## src/design/ttbd_pkg.sv

```systemverilog
package ttbd_pkg;

   localparam int unsigned STAMP_W     = 32;
   localparam int unsigned SUM_W       = STAMP_W + 2;
   localparam int unsigned CMP_W       = STAMP_W + 3;
   localparam int unsigned HIST_DEPTH  = 3;
   localparam int unsigned CNT_W       = 6;
   localparam int unsigned RECIP_W     = 17;
   localparam int unsigned PROD_W      = SUM_W + RECIP_W;
   localparam int unsigned RECIP_SHIFT = 35;

   localparam logic [CNT_W-1:0]   DIV_STEPS          = CNT_W'(SUM_W);
   localparam logic [STAMP_W-1:0] RESET_MINUTE_TICKS = 32'd60000000;
   // (2^35 + 1) / 3 split into two 17-bit halves
   localparam logic [RECIP_W-1:0] RECIP_LO           = 17'h0AAAB;
   localparam logic [RECIP_W-1:0] RECIP_HI           = 17'h15555;

   typedef struct packed {
      logic [STAMP_W-1:0] time_a;
      logic [STAMP_W-1:0] time_b;
      logic [STAMP_W-1:0] now_ticks;
   } req_payload_type;

   typedef struct packed {
      logic [STAMP_W-1:0] bpm_a;
      logic [STAMP_W-1:0] bpm_b;
      logic [STAMP_W-1:0] period_a;
      logic [STAMP_W-1:0] period_b;
      logic               active_channel;
      logic               updated_a;
      logic               updated_b;
   } rsp_payload_type;

   typedef struct packed {
      logic latch_in;
      logic chan;
      logic capture;
      logic test;
      logic start_div3;
      logic take_avg;
      logic start_bpm;
      logic commit;
      logic load_rsp;
   } ctrl_cmd_type;

   typedef struct packed {
      logic changed;
      logic pass;
      logic avg_zero;
      logic div_busy;
      logic out_full;
   } dp_status_type;

endpackage

```

## src/design/ttbd_req_if.sv

```systemverilog
interface ttbd_req_if;
   import ttbd_pkg::*;

   logic            valid;
   logic            ready;
   req_payload_type payload;

   modport source (output valid, output payload, input ready);
   modport sink (input valid, input payload, output ready);
endinterface

```

## src/design/ttbd_rsp_if.sv

```systemverilog
interface ttbd_rsp_if;
   import ttbd_pkg::*;

   logic            valid;
   logic            ready;
   rsp_payload_type payload;

   modport source (output valid, output payload, input ready);
   modport sink (input valid, input payload, output ready);
endinterface

```

## src/design/ttbd_datapath.sv

```systemverilog
module ttbd_datapath (
   input  logic                     clock,
   input  logic                     reset,
   input  logic                     csr_write_enable,
   input  logic [31:0]              csr_write_data,
   input  ttbd_pkg::req_payload_type req_payload,
   input  ttbd_pkg::ctrl_cmd_type   cmd,
   input  logic                     rsp_ready,
   output logic                     rsp_valid,
   output ttbd_pkg::rsp_payload_type rsp_payload,
   output ttbd_pkg::dp_status_type  status
);
   import ttbd_pkg::*;

   logic [STAMP_W-1:0] minute_ticks_ff;
   logic [STAMP_W-1:0] stamp_ff [2];
   logic [STAMP_W-1:0] now_ff;
   logic [STAMP_W-1:0] hist_ff [2][HIST_DEPTH];
   logic [STAMP_W-1:0] iv0_ff;
   logic [STAMP_W-1:0] iv1_ff;
   logic [STAMP_W-1:0] iv2_ff;
   logic               pass_ff;
   logic [SUM_W-1:0]   sum_ff;
   logic [PROD_W-1:0]  prod_lo_ff;
   logic [PROD_W-1:0]  prod_hi_ff;
   logic [STAMP_W-1:0] avg_ff;
   logic [STAMP_W-1:0] tempo_ff [2];
   logic [STAMP_W-1:0] period_ff [2];
   logic [STAMP_W-1:0] utime_ff [2];
   logic [1:0]         upd_ff;

   logic               div_busy_ff;
   logic [CNT_W-1:0]   div_cnt_ff;
   logic [STAMP_W-1:0] div_rem_ff;
   logic [SUM_W-1:0]   div_quo_ff;
   logic [STAMP_W-1:0] div_dvs_ff;

   logic               rsp_valid_ff;
   rsp_payload_type    rsp_payload_ff;
   rsp_payload_type    rsp_payload_in;

   logic [STAMP_W-1:0] cur_stamp;
   logic [STAMP_W-1:0] h0;
   logic [STAMP_W-1:0] h1;
   logic [STAMP_W-1:0] h2;
   logic               changed;
   logic [CMP_W-1:0]   four_iv0;
   logic [CMP_W-1:0]   four_iv1;
   logic [CMP_W-1:0]   four_iv2;
   logic [CMP_W-1:0]   five_iv0;
   logic [CMP_W-1:0]   five_iv2;
   logic               pass_c;
   logic [SUM_W-1:0]   sum_c;
   logic [2*SUM_W-1:0] prod_c;
   logic [STAMP_W:0]   div_shift;
   logic [STAMP_W+1:0] div_diff;
   logic               div_borrow;

   assign cur_stamp = stamp_ff[cmd.chan];
   assign h0        = hist_ff[cmd.chan][0];
   assign h1        = hist_ff[cmd.chan][1];
   assign h2        = hist_ff[cmd.chan][2];
   assign changed   = (cur_stamp != h2);

   assign four_iv0 = {1'b0, iv0_ff, 2'b00};
   assign four_iv1 = {1'b0, iv1_ff, 2'b00};
   assign four_iv2 = {1'b0, iv2_ff, 2'b00};
   assign five_iv0 = four_iv0 + {3'b000, iv0_ff};
   assign five_iv2 = four_iv2 + {3'b000, iv2_ff};
   assign pass_c   = (four_iv1 < five_iv0) && (four_iv2 < five_iv0) && (four_iv0 < five_iv2);
   assign sum_c    = {2'b00, iv0_ff} + {2'b00, iv1_ff} + {2'b00, iv2_ff};

   // sum times the reciprocal of three, scaled by 2^35
   assign prod_c = {prod_hi_ff, {RECIP_W{1'b0}}} + {{RECIP_W{1'b0}}, prod_lo_ff};

   assign div_shift  = {div_rem_ff, div_quo_ff[SUM_W-1]};
   assign div_diff   = {1'b0, div_shift} - {2'b00, div_dvs_ff};
   assign div_borrow = div_diff[STAMP_W+1];

   always_comb begin
      rsp_payload_in.bpm_a          = tempo_ff[0];
      rsp_payload_in.bpm_b          = tempo_ff[1];
      rsp_payload_in.period_a       = period_ff[0];
      rsp_payload_in.period_b       = period_ff[1];
      rsp_payload_in.active_channel = (utime_ff[0] > utime_ff[1]) ? 1'b0 : 1'b1;
      rsp_payload_in.updated_a      = upd_ff[0];
      rsp_payload_in.updated_b      = upd_ff[1];
   end

   always_ff @(posedge clock) begin
      if (reset) begin
         minute_ticks_ff <= RESET_MINUTE_TICKS;
         for (int c = 0; c < 2; c++) begin
            for (int k = 0; k < HIST_DEPTH; k++) begin
               hist_ff[c][k] <= '0;
            end
            tempo_ff[c]  <= '0;
            period_ff[c] <= '0;
            utime_ff[c]  <= '0;
         end
         upd_ff       <= '0;
         div_busy_ff  <= 1'b0;
         div_cnt_ff   <= '0;
         rsp_valid_ff <= 1'b0;
      end else begin
         if (csr_write_enable) begin
            minute_ticks_ff <= csr_write_data;
         end
         if (cmd.latch_in) begin
            upd_ff <= '0;
         end
         // shift the stamp history, oldest first
         if (cmd.capture && changed) begin
            hist_ff[cmd.chan][0] <= h1;
            hist_ff[cmd.chan][1] <= h2;
            hist_ff[cmd.chan][2] <= cur_stamp;
         end
         if (cmd.start_bpm) begin
            div_busy_ff <= 1'b1;
            div_cnt_ff  <= DIV_STEPS;
         end else if (div_busy_ff) begin
            div_cnt_ff <= div_cnt_ff - CNT_W'(1);
            if (div_cnt_ff == CNT_W'(1)) begin
               div_busy_ff <= 1'b0;
            end
         end
         if (cmd.commit) begin
            tempo_ff[cmd.chan]  <= div_quo_ff[STAMP_W-1:0];
            period_ff[cmd.chan] <= avg_ff;
            utime_ff[cmd.chan]  <= now_ff;
            upd_ff[cmd.chan]    <= 1'b1;
         end
         if (cmd.load_rsp) begin
            rsp_valid_ff <= 1'b1;
         end else if (rsp_ready) begin
            rsp_valid_ff <= 1'b0;
         end
      end
   end

   always_ff @(posedge clock) begin
      if (cmd.latch_in) begin
         stamp_ff[0] <= req_payload.time_a;
         stamp_ff[1] <= req_payload.time_b;
         now_ff      <= req_payload.now_ticks;
      end
      if (cmd.capture && changed) begin
         iv0_ff <= h1 - h0;
         iv1_ff <= h2 - h1;
         iv2_ff <= cur_stamp - h2;
      end
      if (cmd.test) begin
         pass_ff <= pass_c;
         sum_ff  <= sum_c;
      end
      if (cmd.start_div3) begin
         prod_lo_ff <= PROD_W'(sum_ff) * PROD_W'(RECIP_LO);
         prod_hi_ff <= PROD_W'(sum_ff) * PROD_W'(RECIP_HI);
      end
      if (cmd.start_bpm) begin
         div_rem_ff <= '0;
         div_quo_ff <= {2'b00, minute_ticks_ff};
         div_dvs_ff <= avg_ff;
      end else if (div_busy_ff) begin
         div_rem_ff <= div_borrow ? div_shift[STAMP_W-1:0] : div_diff[STAMP_W-1:0];
         div_quo_ff <= {div_quo_ff[SUM_W-2:0], ~div_borrow};
      end
      if (cmd.take_avg) begin
         avg_ff <= prod_c[RECIP_SHIFT+STAMP_W-1:RECIP_SHIFT];
      end
      if (cmd.load_rsp) begin
         rsp_payload_ff <= rsp_payload_in;
      end
   end

   always_comb begin
      status.changed  = changed;
      status.pass     = pass_ff;
      status.avg_zero = (avg_ff == '0);
      status.div_busy = div_busy_ff;
      status.out_full = rsp_valid_ff && !rsp_ready;
   end

   assign rsp_valid   = rsp_valid_ff;
   assign rsp_payload = rsp_payload_ff;

endmodule

```

## src/design/ttbd_ctrl.sv

```systemverilog
module ttbd_ctrl (
   input  logic                    clock,
   input  logic                    reset,
   input  logic                    in_valid,
   output logic                    in_ready,
   input  ttbd_pkg::dp_status_type status,
   output ttbd_pkg::ctrl_cmd_type  cmd
);
   import ttbd_pkg::*;

   localparam logic [2:0] S_IDLE   = 3'd0;
   localparam logic [2:0] S_CHAN   = 3'd1;
   localparam logic [2:0] S_TEST   = 3'd2;
   localparam logic [2:0] S_DECIDE = 3'd3;
   localparam logic [2:0] S_DIV3   = 3'd4;
   localparam logic [2:0] S_AVG    = 3'd5;
   localparam logic [2:0] S_BPM    = 3'd6;
   localparam logic [2:0] S_OUT    = 3'd7;

   logic [2:0] state_ff;
   logic [2:0] state_in;
   logic       chan_ff;
   logic       chan_in;
   logic       next_chan;

   always_comb begin
      cmd       = '0;
      cmd.chan  = chan_ff;
      in_ready  = 1'b0;
      state_in  = state_ff;
      chan_in   = chan_ff;
      next_chan = 1'b0;
      unique case (state_ff)
         S_IDLE: begin
            in_ready = 1'b1;
            if (in_valid) begin
               cmd.latch_in = 1'b1;
               chan_in      = 1'b0;
               state_in     = S_CHAN;
            end
         end
         S_CHAN: begin
            cmd.capture = 1'b1;
            if (status.changed) begin
               state_in = S_TEST;
            end else begin
               next_chan = 1'b1;
            end
         end
         S_TEST: begin
            cmd.test = 1'b1;
            state_in = S_DECIDE;
         end
         S_DECIDE: begin
            if (status.pass) begin
               cmd.start_div3 = 1'b1;
               state_in       = S_DIV3;
            end else begin
               next_chan = 1'b1;
            end
         end
         S_DIV3: begin
            if (!status.div_busy) begin
               cmd.take_avg = 1'b1;
               state_in     = S_AVG;
            end
         end
         S_AVG: begin
            if (status.avg_zero) begin
               next_chan = 1'b1;
            end else begin
               cmd.start_bpm = 1'b1;
               state_in      = S_BPM;
            end
         end
         S_BPM: begin
            if (!status.div_busy) begin
               cmd.commit = 1'b1;
               next_chan  = 1'b1;
            end
         end
         S_OUT: begin
            if (!status.out_full) begin
               cmd.load_rsp = 1'b1;
               state_in     = S_IDLE;
            end
         end
         default: begin
            state_in = S_IDLE;
         end
      endcase
      // advance to channel b, then to the output
      if (next_chan) begin
         if (!chan_ff) begin
            chan_in  = 1'b1;
            state_in = S_CHAN;
         end else begin
            state_in = S_OUT;
         end
      end
   end

   always_ff @(posedge clock) begin
      if (reset) begin
         state_ff <= S_IDLE;
         chan_ff  <= 1'b0;
      end else begin
         state_ff <= state_in;
         chan_ff  <= chan_in;
      end
   end

endmodule

```

## src/design/tap_tempo_bpm_detector.sv

```systemverilog
// Two-channel tap-tempo detector. Each request transaction carries the latest trigger stamp of
// channels a and b and the current tick; each yields exactly one response transaction with the
// tempo, average period and update flag of both channels and the most recently updated channel.
// A channel whose stamp changed shifts it into a three-deep history and accepts a new tempo when
// its second and third intervals are each under 1.25 times its first, the first is under 1.25
// times the third and their average is nonzero; bpm is csr_write_data (ticks per minute, reset
// 60000000) divided by that average. Both channels are handled in turn by one controller and one
// datapath: the average comes from a multiplication by the reciprocal of three, the tempo from a
// shared 34-step restoring divider. A finished response waits in an output register while the
// next request is taken. Write the register only while the block is idle.
module tap_tempo_bpm_detector (
   input  logic        clock,
   input  logic        reset,
   ttbd_req_if.sink    req_chan,
   ttbd_rsp_if.source  rsp_chan,
   input  logic        csr_write_enable,
   input  logic [31:0] csr_write_data
);
   import ttbd_pkg::*;

   ctrl_cmd_type  cmd;
   dp_status_type status;

   ttbd_ctrl u_ctrl (
      .clock    (clock),
      .reset    (reset),
      .in_valid (req_chan.valid),
      .in_ready (req_chan.ready),
      .status   (status),
      .cmd      (cmd)
   );

   ttbd_datapath u_datapath (
      .clock            (clock),
      .reset            (reset),
      .csr_write_enable (csr_write_enable),
      .csr_write_data   (csr_write_data),
      .req_payload      (req_chan.payload),
      .cmd              (cmd),
      .rsp_ready        (rsp_chan.ready),
      .rsp_valid        (rsp_chan.valid),
      .rsp_payload      (rsp_chan.payload),
      .status           (status)
   );

endmodule
```

## src/flat_wrapper.sv

```systemverilog
// flat-port wrapper written by rule: the top's interface ports become plain ports
module tap_tempo_bpm_detector_flat import ttbd_pkg::*;
  (clock, reset, csr_write_enable, csr_write_data, req_chan_valid, req_chan_payload, req_chan_ready, rsp_chan_valid, rsp_chan_payload, rsp_chan_ready);
  ttbd_req_if req_chan_i ();
  ttbd_rsp_if rsp_chan_i ();
  input  logic clock;
  input  logic reset;
  input  logic csr_write_enable;
  input  logic [31:0] csr_write_data;
  input wire logic [$bits(req_chan_i.valid)-1:0] req_chan_valid;
  input wire logic [$bits(req_chan_i.payload)-1:0] req_chan_payload;
  output wire logic [$bits(req_chan_i.ready)-1:0] req_chan_ready;
  output wire logic [$bits(rsp_chan_i.valid)-1:0] rsp_chan_valid;
  output wire logic [$bits(rsp_chan_i.payload)-1:0] rsp_chan_payload;
  input wire logic [$bits(rsp_chan_i.ready)-1:0] rsp_chan_ready;
  assign req_chan_i.valid = req_chan_valid;
  assign req_chan_i.payload = req_chan_payload;
  assign req_chan_ready = req_chan_i.ready;
  assign rsp_chan_valid = rsp_chan_i.valid;
  assign rsp_chan_payload = rsp_chan_i.payload;
  assign rsp_chan_i.ready = rsp_chan_ready;
  tap_tempo_bpm_detector u_core (.clock(clock), .reset(reset), .req_chan(req_chan_i), .rsp_chan(rsp_chan_i), .csr_write_enable(csr_write_enable), .csr_write_data(csr_write_data));
endmodule
```

## config.mk

```make
export PLATFORM = sky130hd
export DESIGN_NAME = tap_tempo_bpm_detector_flat
export DESIGN_NICKNAME = d
export VERILOG_FILES = /design/src/design/ttbd_pkg.sv /design/src/design/ttbd_req_if.sv /design/src/design/ttbd_rsp_if.sv /design/src/design/ttbd_datapath.sv /design/src/design/ttbd_ctrl.sv /design/src/design/tap_tempo_bpm_detector.sv /design/src/flat_wrapper.sv
export SDC_FILE = /design/constraint.sdc
export NUM_CORES = 2
export LEC_CHECK = 0
export ABC_AREA = 0
export BUFFER_PORTS_ARGS = -buffer_cell sky130_fd_sc_hd__buf_2
export CAP_MARGIN = 20
export CORE_ASPECT_RATIO = 0.6
export CORE_MARGIN = 5
export CORE_UTILIZATION = 59
export DETAILED_ROUTE_END_ITERATION = 12
export MAX_ROUTING_LAYER = met4
export PLACE_DENSITY_LB_ADDON = 0.15
export SLEW_MARGIN = 20
export SYNTH_ARGS = -nofsm -noshare
export SYNTH_HDL_FRONTEND = slang
export SYNTH_SLANG_ARGS = --single-unit
```

## constraint.sdc

```tcl
create_clock -name clock -period 9.6 [get_ports clock]
set_input_delay 0 -clock clock [delete_from_list [all_inputs] [get_ports clock]]
set_output_delay 0 -clock clock [all_outputs]
set_load 0.01 [all_outputs]
```

Word level (Yosys, flattened, before mapping)
Memories as Yosys holds them, arrays and structs flattened. A register that Yosys moved wholly into a read port is not among the register bits.
Index checks and enable logic that the tools add are counted.
- RAM bits: 448
- register bits: 442
- output and inout port bits: 133
- word-level logic and storage cells: 152
- memories: 5
- memories (memory ; words ; bits a word ; read ports ; clocked after Yosys merged registers in ; wr ports ; line ; RTL):
    u_core.u_datapath.hist_ff ; 2 ; 96 ; 1 ; 1 ; 2 ; ttbd_datapath.sv:18 ; logic [STAMP_W-1:0] hist_ff [2][HIST_DEPTH];
    u_core.u_datapath.period_ff ; 2 ; 32 ; 2 ; 2 ; 2 ; ttbd_datapath.sv:28 ; logic [STAMP_W-1:0] period_ff [2];
    u_core.u_datapath.stamp_ff ; 2 ; 32 ; 1 ; 1 ; 2 ; ttbd_datapath.sv:16 ; logic [STAMP_W-1:0] stamp_ff [2];
    u_core.u_datapath.tempo_ff ; 2 ; 32 ; 2 ; 2 ; 2 ; ttbd_datapath.sv:27 ; logic [STAMP_W-1:0] tempo_ff [2];
    u_core.u_datapath.utime_ff ; 2 ; 32 ; 2 ; 0 ; 2 ; ttbd_datapath.sv:29 ; logic [STAMP_W-1:0] utime_ff [2];
- order comparisons: 6
- reduce and logical (&&, ||, !) cells: 17
- eq/ne operators: 15
- bitwise gates (word level): 2
- multipliers: 2
- $add $sub $neg: 10
- mux-type cells: 71
- operator list (cell ; number):
    32-bit two-way mux ; 6
    34-bit by 35-bit < comparator with 1-bit output ; 3
    96-bit two-way mux ; 1
    32-bit OR reduction ; 3
    96-bit OR reduction ; 1
    32-bit subtractor ; 3
    34-bit by 32-bit adder with 35-bit output ; 2
    67-bit by 50-bit adder with 67-bit output ; 1
    34-bit by 16-bit multiplier with 50-bit output, second input constant ; 1
    34-bit by 17-bit multiplier with 50-bit output, second input constant ; 1
    1-bit two-way mux ; 48
    33-bit by 32-bit adder with 34-bit output ; 1
    33-bit by 32-bit subtractor with 34-bit output ; 1
    32-bit by 32-bit adder with 33-bit output ; 1
    32-bit > comparator ; 1
    32-bit zero test ; 1
    32-bit inequality test ; 1
    3-bit two-way mux ; 8
    3-bit one-hot mux with 7 select lines ; 1
    3-bit inequality test, second input constant ; 6
    3-bit == test, second input constant ; 4
    6-bit two-way mux ; 2
    8-bit nonzero test ; 1
    7-bit AND reduction ; 1
    16 further kinds ; 24

Longest topological paths before layout
- word-level depth: 8
- depth in mapped cells: 22
- depth with buffers taken out: 22

By module
Synthesis repeated with hierarchy kept, for this count alone.
- cell total of the unflattened synthesis: 5604
- area total of the unflattened synthesis: 64958.6 um^2
- modules (own cells, without submodules) (module ; cells each ; times used ; area an instance (um^2) ; seq. area each (um^2)):
    ttbd_datapath ; 5549 ; 1 ; 64561.9 ; 29178.0
    ttbd_ctrl ; 55 ; 1 ; 396.6 ; 80.1

Worst setup path before layout
OpenSTA, ideal clock, no wires.
- path type: reg2reg
- from: register u_core.u_ctrl.state_ff[1]
- to: register u_core.u_datapath.prod_hi_ff[0] (enable)
- path buffers: 1
- data required time: 8.954 ns
- setup time: 0.646 ns
- stages on the path, launching flop included: 4
- slack: 2.099 ns
- arrival: 6.854 ns
- cells stage by stage: dfxtp_1 -> clkbuf_1 -> nand2_1 -> nor3b_1
- RTL lines (what ; line ; RTL):
    from (decl) ; ttbd_ctrl.sv:20 ; logic [2:0] state_ff;
    from (signal assigned) ; ttbd_ctrl.sv:108 ; state_ff <= state_in;
    to (signal assigned) ; ttbd_datapath.sv:158 ; prod_hi_ff <= PROD_W'(sum_ff) * PROD_W'(RECIP_HI);
    to (decl) ; ttbd_datapath.sv:25 ; logic [PROD_W-1:0] prod_hi_ff;

Final worst setup path
- from: register u_core.u_datapath.sum_ff[5]
- to: register u_core.u_datapath.prod_hi_ff[44], data pin
- cells in the longest elaborated chain, start to end: 1
- ends and longest elaborated chain (what ; line ; RTL):
    from (decl) ; ttbd_datapath.sv:23 ; logic [SUM_W-1:0] sum_ff;
    from (signal assigned) ; ttbd_datapath.sv:154 ; sum_ff <= sum_c;
    34-bit by 17-bit multiplier with 50-bit output ; ttbd_datapath.sv:158 ;
Every way passes these cells.
A chain may end at the register's enable or synchronous reset.

==> qor.yml <==
status: "finished clean"
m1WireLength_um: 81550
yosysSeqAreaShare_pct: 44.87
post_synth.cell_area_avg_um2: 11.40
cap_violations: 0
end_kind: "flip-flop"
die_h_um: 267.5
antenna_left: 0
antenna_found_initial: 1
synth_top_cell_area_share_pct: 42.42
regToRegSetupSlack_ns: 2.62
cts_root_buffer: "clkbuf_16"
ioPinCount: 266
vias: 44570
routed_wl_um: 163100
wl_met3_um: 13250
synth_cells: 5722
cts_buffers: 91
grt_max_degree: 102
dp_hpwl_um: 121000
fin_util_pct: 67.54
finalHoldViolations: 0
dr_wl_met2_um: 64790
arrival_ns: 7.40
top_layer: "met4"
yosysMostFrequentCell: "edfxtp_1"
max_slew_margin_pct: 19.89
finalSetupViolations: 0
gp_congestion: 0.9456
r2r-start: "u_core.u_datapath.sum_ff[5]"
async_reset_ff_share_pct: 0
cts_tree: "yes"
min_path_type: "input port to flip-flop"
reg2regPathDepth: 22
synth_edf_count: 921
min_path_cells: 2
io_buffers: 265
nets: 7332
gr-usage-all-layers_pct: 28.65
cts.sinks: 1001
vias_per_cell: 5.712
drive_gt1_share_pct: 8.233
critPathMaxFanout: 10
min_from: "req_chan_payload[1]"
grt_pass1_vias: 43860
r2r_end: "u_core.u_datapath.prod_hi_ff[44]"
critPathRequiredTime_ns: 10.03
ys_warn_count: 0
ys_ff_latch: 1001
clock_latency_ns: 0.72
synth_top_cell_by_area: "edfxtp_1"
drtPass1Iterations: 5
fillCellCount: 8048
cts_setup_buffers: 0
start_util_pct: 59.48
path_class: "flip-flop to flip-flop"
grt_first_pass_wirelength_um: 253400
wire_per_inst_um: 20.91
rsz0062_at_grt: "no"
die_area_um2: 117500
gr-total-overflow: 0
worstSetupStartpointType: "flip-flop"
synth_nets: 6816
diodes: 0
fin_crit_ns: 6.976
fin_setup_tns_ns: 0
core_area_um2: 109600
path_clk_slew_ns: 0.07
timing.fmax_ghz: 0.1434
post-route-period-util_pct: 72.67
skew_ns: 0.03471
synth.lib_cells_used.distinct: 77
synth_ff_type: "edfxtp_1"
drc: 0
cts.path.max_buffers: 3
hold_end: "u_core.u_datapath.now_ff[1]"
worstMarginPinSlew_ns: 1.198
rows: 94
area_growth_pct: 13.54
drt_iter0_markers: 4071
syn_area_um2: 65200
slew_violations: 0
htreeDepth: 3
synthTopCellsByArea: "edfxtp_1, ha_1, fa_1, inv_1, and2_1"
synthTopCellsByCount: "edfxtp_1, inv_1, ha_1, and2_1, nand2_1"
dieWidth_um: 439.2
[sequential cells by signal (all words and copies together), names as in the netlist, 33 cells and up]
signal	flops
rsp_chan_payload	128
u_core.u_datapath.div_quo_ff	34
u_core.u_datapath.hist_ff	192
u_core.u_datapath.period_ff	64
u_core.u_datapath.prod_hi_ff	50
u_core.u_datapath.prod_lo_ff	33
u_core.u_datapath.stamp_ff	64
u_core.u_datapath.sum_ff	34
u_core.u_datapath.tempo_ff	64
u_core.u_datapath.utime_ff	64
[routing by layer]
layer | up-vias | global-route usage, %
met2 | 1505 | 38.09
li1 | 21120 | -
met3 | 214 | 5.288
met4 | 0 | 6.223
met1 | 21740 | 45.41
met5 | - | -
[metrics by stage]
step                      hold WS, ns  area [µm²]  std cells  setup WS, ns
final                         0.06066       74030       7804         2.624
after global routing          0.02192       74030       7804         2.251
after CTS                    0.008351       74020       7803         2.716
after detailed placement       0.1781       68190       7373         2.724
after global placement         0.1766       68190       7373         2.788
after floorplan               0.09887       65200       5722         2.099
[critical path: stages (launching register included)]
cell and delay, ns:
edfxtp_1 0.62, ha_1 0.45, xor2_1 0.20, ha_1 0.21
a21oi_1 0.26, fa_1 0.46, fa_1 0.54, inv_1 0.07
fa_1 0.50, inv_1 0.08, fa_1 0.55, inv_1 0.05
ha_1 0.37, a21oi_1 0.18, o21bai_1 0.08, a21o_1 0.21
a311oi_1 0.54, o211ai_1 0.20, o2bb2ai_1 0.25, o31ai_1 0.34
and2_1 0.26, o21ai_0 0.12, xor2_1 0.16
[cell type report]
class / instances / area, µm² / share of cell area, %
inverters: 744 / 2794 / 3.774
repair buffers: 550 / 4131 / 5.581
clock inverters: 53 / 809.5 / 1.093
clock buffers: 118 / 2429 / 3.280
well taps: 1488 / 1862 / 2.515
flip-flops and latches: 1001 / 29260 / 39.53
multi-input cells: 3850 / 32740 / 44.23
[what timing repair did]
item,in CTS,in global routing
resized for setup,0,0
hold endpoints to repair,155,9
hold buffers,259,1
[worst max path at each step]
stage | end | start | cells after the start
after floorplan | u_core.u_datapath.prod_hi_ff[0] | u_core.u_ctrl.state_ff[1] | 3
after global placement | u_core.u_datapath.prod_lo_ff[45] | u_core.u_datapath.sum_ff[1] | 20
after detailed placement | u_core.u_datapath.prod_hi_ff[42] | u_core.u_datapath.sum_ff[6] | 22
after CTS | u_core.u_datapath.prod_hi_ff[48] | u_core.u_datapath.sum_ff[5] | 22
after global routing | u_core.u_datapath.prod_hi_ff[44] | u_core.u_datapath.sum_ff[5] | 22
final | u_core.u_datapath.prod_hi_ff[44] | u_core.u_datapath.sum_ff[5] | 22
[kinds of logic (layout without fill, tap and decap cells)]
family | Yosys count | count (layout) | share of synthesized area, %
DFF | 1001 | 1001 | 44.87
and+or+nand+nor | 1369 | 1369 | 10.82
xor gates and xnor gates | 323 | 323 | 4.339
AOI/OAI and AO/OA | 1037 | 1037 | 10.36
adders and majority gates | 961 | 961 | 22.07
muxes | 160 | 160 | 2.521
buffers and inverters | 871 | 1465 | 5.014
[layout by cell type, fill, tap and decap left out, types with 176 or more instances in the layout]
master | synthesis | layout
nor2_1 | 257 | 254
edfxtp_1 | 921 | 921
fa_1 | 315 | 315
buf_2 | 0 | 264
and2_1 | 342 | 341
ha_1 | 646 | 646
inv_1 | 744 | 742
a21o_1 | 178 | 176
a21oi_1 | 315 | 315
xnor2_1 | 195 | 195
nand2_1 | 317 | 317
dlygate4sd3_1 | 0 | 260
Power is not shown: default switching activity piles up to over one toggle a cycle in this logic, so the estimate is an artifact.
